--- config.mk ---
export PLATFORM = sky130hd
export DESIGN_NAME = pli_ctrl
export DESIGN_NICKNAME = d
export VERILOG_FILES = /design/src/rtl/core/pli_pkg.sv /design/src/rtl/core/pli_ctrl.sv
export SDC_FILE = /design/constraint.sdc
export NUM_CORES = 1
export LEC_CHECK = 0
export ABC_AREA = 1
export BUFFER_PORTS_ARGS = -buffer_cell sky130_fd_sc_hd__buf_2
export CORE_AREA = 5 5 42 44
export CTS_CLUSTER_SIZE = 24
export DETAILED_ROUTE_END_ITERATION = 10
export DIE_AREA = 0 0 47 49
export PLACE_DENSITY = 0.79
export SLEW_MARGIN = 20
export SYNTH_ARGS = -nofsm -noshare
export SYNTH_HDL_FRONTEND = slang
export SYNTH_SLANG_ARGS = --single-unit
--- constraint.sdc ---
create_clock -name clk_i -period 2.14 [get_ports clk_i]
set_input_delay 0.428 -clock clk_i [delete_from_list [all_inputs] [get_ports clk_i]]
set_output_delay 0.428 -clock clk_i [all_outputs]
set_load 0.01 [all_outputs]
--- src/rtl/core/pli_pkg.sv ---
`timescale 1ns / 1ps
// Shared types and constants for the piecewise linear interpolator.
// No dependencies; used by every module in rtl/core.
package pli_pkg;

  localparam int unsigned MaxPoints = 64;
  localparam int unsigned CntW      = 7;
  localparam int unsigned StepW     = 6;
  localparam int unsigned FracBits  = 16;
  localparam int unsigned DivSteps  = 49;
  localparam int unsigned MulSteps  = 33;

  localparam logic [CntW-1:0] CNT_RESET = 7'd2;
  localparam logic [CntW-1:0] CNT_MIN   = 7'd2;

  localparam logic OP_WRITE = 1'b0;
  localparam logic OP_EVAL  = 1'b1;

  localparam logic signed [31:0] SAT_MAX = 32'sh7fff_ffff;
  localparam logic signed [31:0] SAT_MIN = 32'sh8000_0000;

  typedef struct packed {
    logic               op;
    logic [5:0]         point_index;
    logic signed [31:0] point_x;
    logic signed [31:0] point_y;
    logic signed [31:0] query_x;
  } in_item_t;

  typedef struct packed {
    logic signed [31:0] result_y;
    logic               out_of_range;
  } out_item_t;

  typedef struct packed {
    logic wr;
    logic load_query;
    logic idx_last;
    logic idx_zero;
    logic idx_inc;
    logic lo_load;
    logic hi_load;
    logic set_oor;
    logic set_match;
    logic slope_zero;
    logic div_load;
    logic div_step;
    logic slope_set;
    logic mul_load;
    logic mul_step;
    logic scale;
    logic sum;
  } ctrl_cmd_t;

  typedef struct packed {
    logic above_last;
    logic x_eq;
    logic x_gt;
    logic dx_zero;
    logic cnt_last;
  } ctrl_sts_t;

endpackage

--- src/rtl/core/pli_ctrl.sv ---
`timescale 1ns / 1ps
// Sequencer for the interpolator: handshakes, segment walk, divide and multiply phases.
// Depends on pli_pkg.
module pli_ctrl (
  input  logic                  clk_i,
  input  logic                  rst_ni,
  input  logic                  in_valid_i,
  input  logic                  in_op_i,
  output logic                  in_ready_o,
  output logic                  out_valid_o,
  input  logic                  out_ready_i,
  input  pli_pkg::ctrl_sts_t    sts_i,
  output pli_pkg::ctrl_cmd_t    cmd_o
);

  localparam logic [3:0] S_IDLE  = 4'd0;
  localparam logic [3:0] S_LAST  = 4'd1;
  localparam logic [3:0] S_FIRST = 4'd2;
  localparam logic [3:0] S_WALK  = 4'd3;
  localparam logic [3:0] S_PREP  = 4'd4;
  localparam logic [3:0] S_DIV   = 4'd5;
  localparam logic [3:0] S_SLOPE = 4'd6;
  localparam logic [3:0] S_MSET  = 4'd7;
  localparam logic [3:0] S_MUL   = 4'd8;
  localparam logic [3:0] S_SCALE = 4'd9;
  localparam logic [3:0] S_SUM   = 4'd10;
  localparam logic [3:0] S_OUT   = 4'd11;

  logic [3:0] state_q, state_d;

  always_ff @(posedge clk_i or negedge rst_ni) begin
    if (!rst_ni) begin
      state_q <= S_IDLE;
    end else begin
      state_q <= state_d;
    end
  end

  assign in_ready_o  = (state_q == S_IDLE);
  assign out_valid_o = (state_q == S_OUT);

  always_comb begin
    state_d = state_q;
    cmd_o   = '0;
    case (state_q)
      S_IDLE: begin
        if (in_valid_i) begin
          if (in_op_i == pli_pkg::OP_EVAL) begin
            cmd_o.load_query = 1'b1;
            cmd_o.idx_last   = 1'b1;
            state_d          = S_LAST;
          end else begin
            cmd_o.wr = 1'b1;
          end
        end
      end
      S_LAST: begin
        if (sts_i.above_last) begin
          cmd_o.set_oor = 1'b1;
          state_d       = S_OUT;
        end else begin
          cmd_o.idx_zero = 1'b1;
          state_d        = S_FIRST;
        end
      end
      S_FIRST: begin
        cmd_o.lo_load = 1'b1;
        cmd_o.idx_inc = 1'b1;
        state_d       = S_WALK;
      end
      S_WALK: begin
        if (sts_i.x_eq) begin
          cmd_o.set_match = 1'b1;
          state_d         = S_OUT;
        end else if (sts_i.x_gt) begin
          cmd_o.hi_load = 1'b1;
          state_d       = S_PREP;
        end else begin
          cmd_o.lo_load = 1'b1;
          cmd_o.idx_inc = 1'b1;
        end
      end
      S_PREP: begin
        if (sts_i.dx_zero) begin
          cmd_o.slope_zero = 1'b1;
          state_d          = S_MSET;
        end else begin
          cmd_o.div_load = 1'b1;
          state_d        = S_DIV;
        end
      end
      S_DIV: begin
        cmd_o.div_step = 1'b1;
        if (sts_i.cnt_last) begin
          state_d = S_SLOPE;
        end
      end
      S_SLOPE: begin
        cmd_o.slope_set = 1'b1;
        state_d         = S_MSET;
      end
      S_MSET: begin
        cmd_o.mul_load = 1'b1;
        state_d        = S_MUL;
      end
      S_MUL: begin
        cmd_o.mul_step = 1'b1;
        if (sts_i.cnt_last) begin
          state_d = S_SCALE;
        end
      end
      S_SCALE: begin
        cmd_o.scale = 1'b1;
        state_d     = S_SUM;
      end
      S_SUM: begin
        cmd_o.sum = 1'b1;
        state_d   = S_OUT;
      end
      S_OUT: begin
        if (out_ready_i) begin
          state_d = S_IDLE;
        end
      end
      default: begin
        state_d = S_IDLE;
      end
    endcase
  end

endmodule

==> results by group <==
Worst setup path
  – Worst-path fanout max: 6
  – CP arrival: ~1400 ps
  – CP max stage cell: dfrtp_1
  – CP startpoint: state_q[1]$_DFFE_PN0P_
  – R2R cell count: 7
  – RR Endpoint: state_q[1]$_DFFE_PN0P_
  – Reg-to-reg critical path startpoint: state_q[1]$_DFFE_PN0P_
  – Largest stage delay, worst path: around 420 ps
  – Startpoint Class: register
  – Kind of critical path: register to primary output
  – CP required: approximately 1700 ps
  – Flop2flop setup slack: around 760 ps
  – Buf+Inv Stages, Crit Path: 2
  – Crit path max-delay family: simple AND/OR/NAND/NOR gates
  – CP Capture Type: primary output
  – Critical Path, Cell by Cell: nor2_1 -> nand2_1 -> inv_1 -> nand2_1 -> nor2_1 -> buf_2

Floorplan
  – Initial core utilization: about a third
  – Core Region: about 0.0014 mm2
  – Die Ht: slightly below 50 um
  – Rows: 14
  – Die area: 0.00230 mm2
  – Chip width: 47 um
  – Num ports: 29

Placement
  – Dpl cell area: just over 600 um2
  – Post-Place Worst Slack: 540 ps
  – Cell count after placement: 134
  – Hpwl dp: between 1000 and 1500 um
  – Port Buffers: 28
  – Placer Congestion: between 0.8 and 0.9

Power and ir drop
  – Peak VDD IR: between 500 and 600 uV
  – Switch Pwr: slightly below 500 uW
  – Pleak: approximately 0.00045 uW
  – Internal power: 390 uW
  – Sw frac: ~55%
  – Combinational share of power: a little over two thirds
  – Reg power frac: between 10% and 20%
  – Clock Power Share: 10.4%
  – Power Density: approximately 1400 mW/mm2

Layout
  – Antenna cells: 0
  – Final Non-Filler Cells: 138
  – Area Overhead vs Synth: 38.2%
  – Final Cell Area: around 640 um2
  – Regs by FF count: state_q x4
  – Share of layout cells above drive strength 1: 26.2%
  – Max reg flops: 4
  – Biggest register: state_q
  – Nets: between 100 and 150

Synth
  – Sequential-to-total area share from yosys stat: between 20 and 25%
  – Ys Warns: 0
  – XOR/XNOR share of the synthesized area: 0%
  – Synth Net Count: approximately 100
  – Mux share of post-synthesis cell area: 0%
  – Post-synth cell types: 11
  – Post-Syn Area: about 470 um2
  – FF+latch count, synth: 4
  – Post-synthesis compound-gate area fraction: roughly 7.0%
  – Cell count after synthesis: a little over 90
  – Synth Area in Simple Gates: about 55%
  – Largest family of logic cells by synthesized area: simple AND/OR/NAND/NOR gates
  – Adder-cell share of the synthesized area: 0%
  – Avg Inst Size Synth: 5.06 um2

Job
  – Max Cap Viol: 0

Route
  – Total Routed Length: 1380 um
  – DRT Pass-1 Iters: 4
  – Highest metal used: met3
  – Initial DRC count: 16
  – DRT met1 WL: about 580 um
  – Via count: between 600 and 700
  – Metal3 WL: about 110 um
  – Antenna Nets Post-Route: 0
  – DR DRC count: 0
  – Met2 WL: about 690 um
  – Routed vias/inst: 4.69
  – WL/cell: 10.0 um

Timing
  – Setup TNS: 0 ps
  – Worst hold slack: around 500 ps
  – Clk_skew: between 3 and 4 ps
  – Worst slew pin tran: ~320 ps
  – Max Transition Viols Final: 0
  – Final hold violations: 0
  – Relative slew slack: between 70 and 80%
  – Final worst setup slack: slightly above 300 ps
  – Max Clock Freq: ~0.55 GHz
  – Setup-failing EPs final: 0
  – Clock period minus worst slack: 1830 ps
  – Final period utilization: about 86%
  – RSZ-0062 raised after global routing: no

Hold path
  – HP Start: sts_i[0]
  – Hold Crit Depth: 4
  – Hold WC Path Type: input port to register
  – Min-Delay Endpoint: state_q[2]$_DFFE_PN0P_

Clock tree
  – Clock root buffer: clkbuf_4
  – Clock buffer count from CTS: 3
  – Clock-pin transition on the worst setup and hold timing paths: around 40 ps
  – Clk sinks: 4
  – Max Buffers Root-to-Sink: 2
  – Clock latency on the worst-skew pair: 230 ps
  – Max H-tree Level: 1
  – CTS tree: yes
  – Setup bufs post-CTS: 0

Global route
  – First-pass GRT wire length: approximately 2200 um
  – Initial antenna violation count: 0
  – Largest net degree at the start of global routing: 7
  – GRT Total Usage: between 10% and 20%
  – Grt ovf: 0
  – Vias in the first global route: 553

Outcome
  – Status: completed
-- per-layer routing --
metal	global-route usage, %	vias to the layer above
met1	17.3	279
li1	-	343
met4	5.53	0
met3	1.11	0
met5	0	-
met2	19.7	25
-- layout make-up --
type,instances,area [um2]
sequential,4,100
inverter,17,63.8
clock buffer,3,22.5
tap,16,20.0
fill,169,758
timing repair buffer,29,150
multi-input combinational,69,287
-- timing repair --
action                                  CTS  global route
hold buffers                              1             0
hold endpoints to repair                  4             0
endpoints found under the setup margin    0             0
gates resized for setup                   0             0
-- how the worst max path moves through the flow --
stage,end,slack (ps),depth (start not counted)
5_1_grt,cmd_o[16],170,6
4_1_cts,cmd_o[16],300,6
2_1_floorplan,cmd_o[12],530,4
6_report,cmd_o[16],310,6
3_3_place_gp,cmd_o[16],540,6
3_5_place_dp,cmd_o[16],540,6
-- per-stage QoR --
step | utilization, % | total power [uW]
after floorplan | - | 613
after global placement | 43.6 | 772
after detailed placement | 43.6 | 777
after CTS | 45.9 | 873
after global routing | 45.9 | 977
final | 45.9 | 874
-- power groups by stage --
stage               clock network, uW  registers (uW)  logic [uW]
global route                      101             182         694
detailed placement                  0             173         604
global placement                    0             170         602
finish                           90.9             173         611
CTS                              91.4             172         609
floorplan                           0             161         452
-- cells by family after synthesis --
kind of cell | count (synthesis)
buffers and inverters | 19
AOI/OAI and AO/OA | 6
and+or+nand+nor | 63
DFF | 4
-- synthesized netlist by cell type (all sizes together) --
cell	number	area [um2]
dfrtp	4	100
a21oi	2	10.0
nor4	1	6.26
o31ai	1	7.51
nor2	22	85.1
nand2	30	113
nand3	10	50.1
o21ai	3	15.0
buf	2	15.0
inv	17	63.8
-- cells in the final DEF, fill, tap and decap left out, drive strengths merged --
cell type,Yosys,routed
a21oi,2,2
buf,2,28
clkbuf,0,3
dfrtp,4,4
dlygate4sd3,0,1
inv,17,17
nand2,30,30
nand3,10,10
nor2,22,22
nor4,1,1
o21ai,3,3
o31ai,1,1
-- worst register-to-register path, delay by kind of cell, from the launching register on --
kind,cells,cell delay (ps)
flip-flops,1,420
AND/OR/NAND/NOR,6,770
buffers and inverters,1,110
No activity file was read; power rests on OpenSTA's default activity.
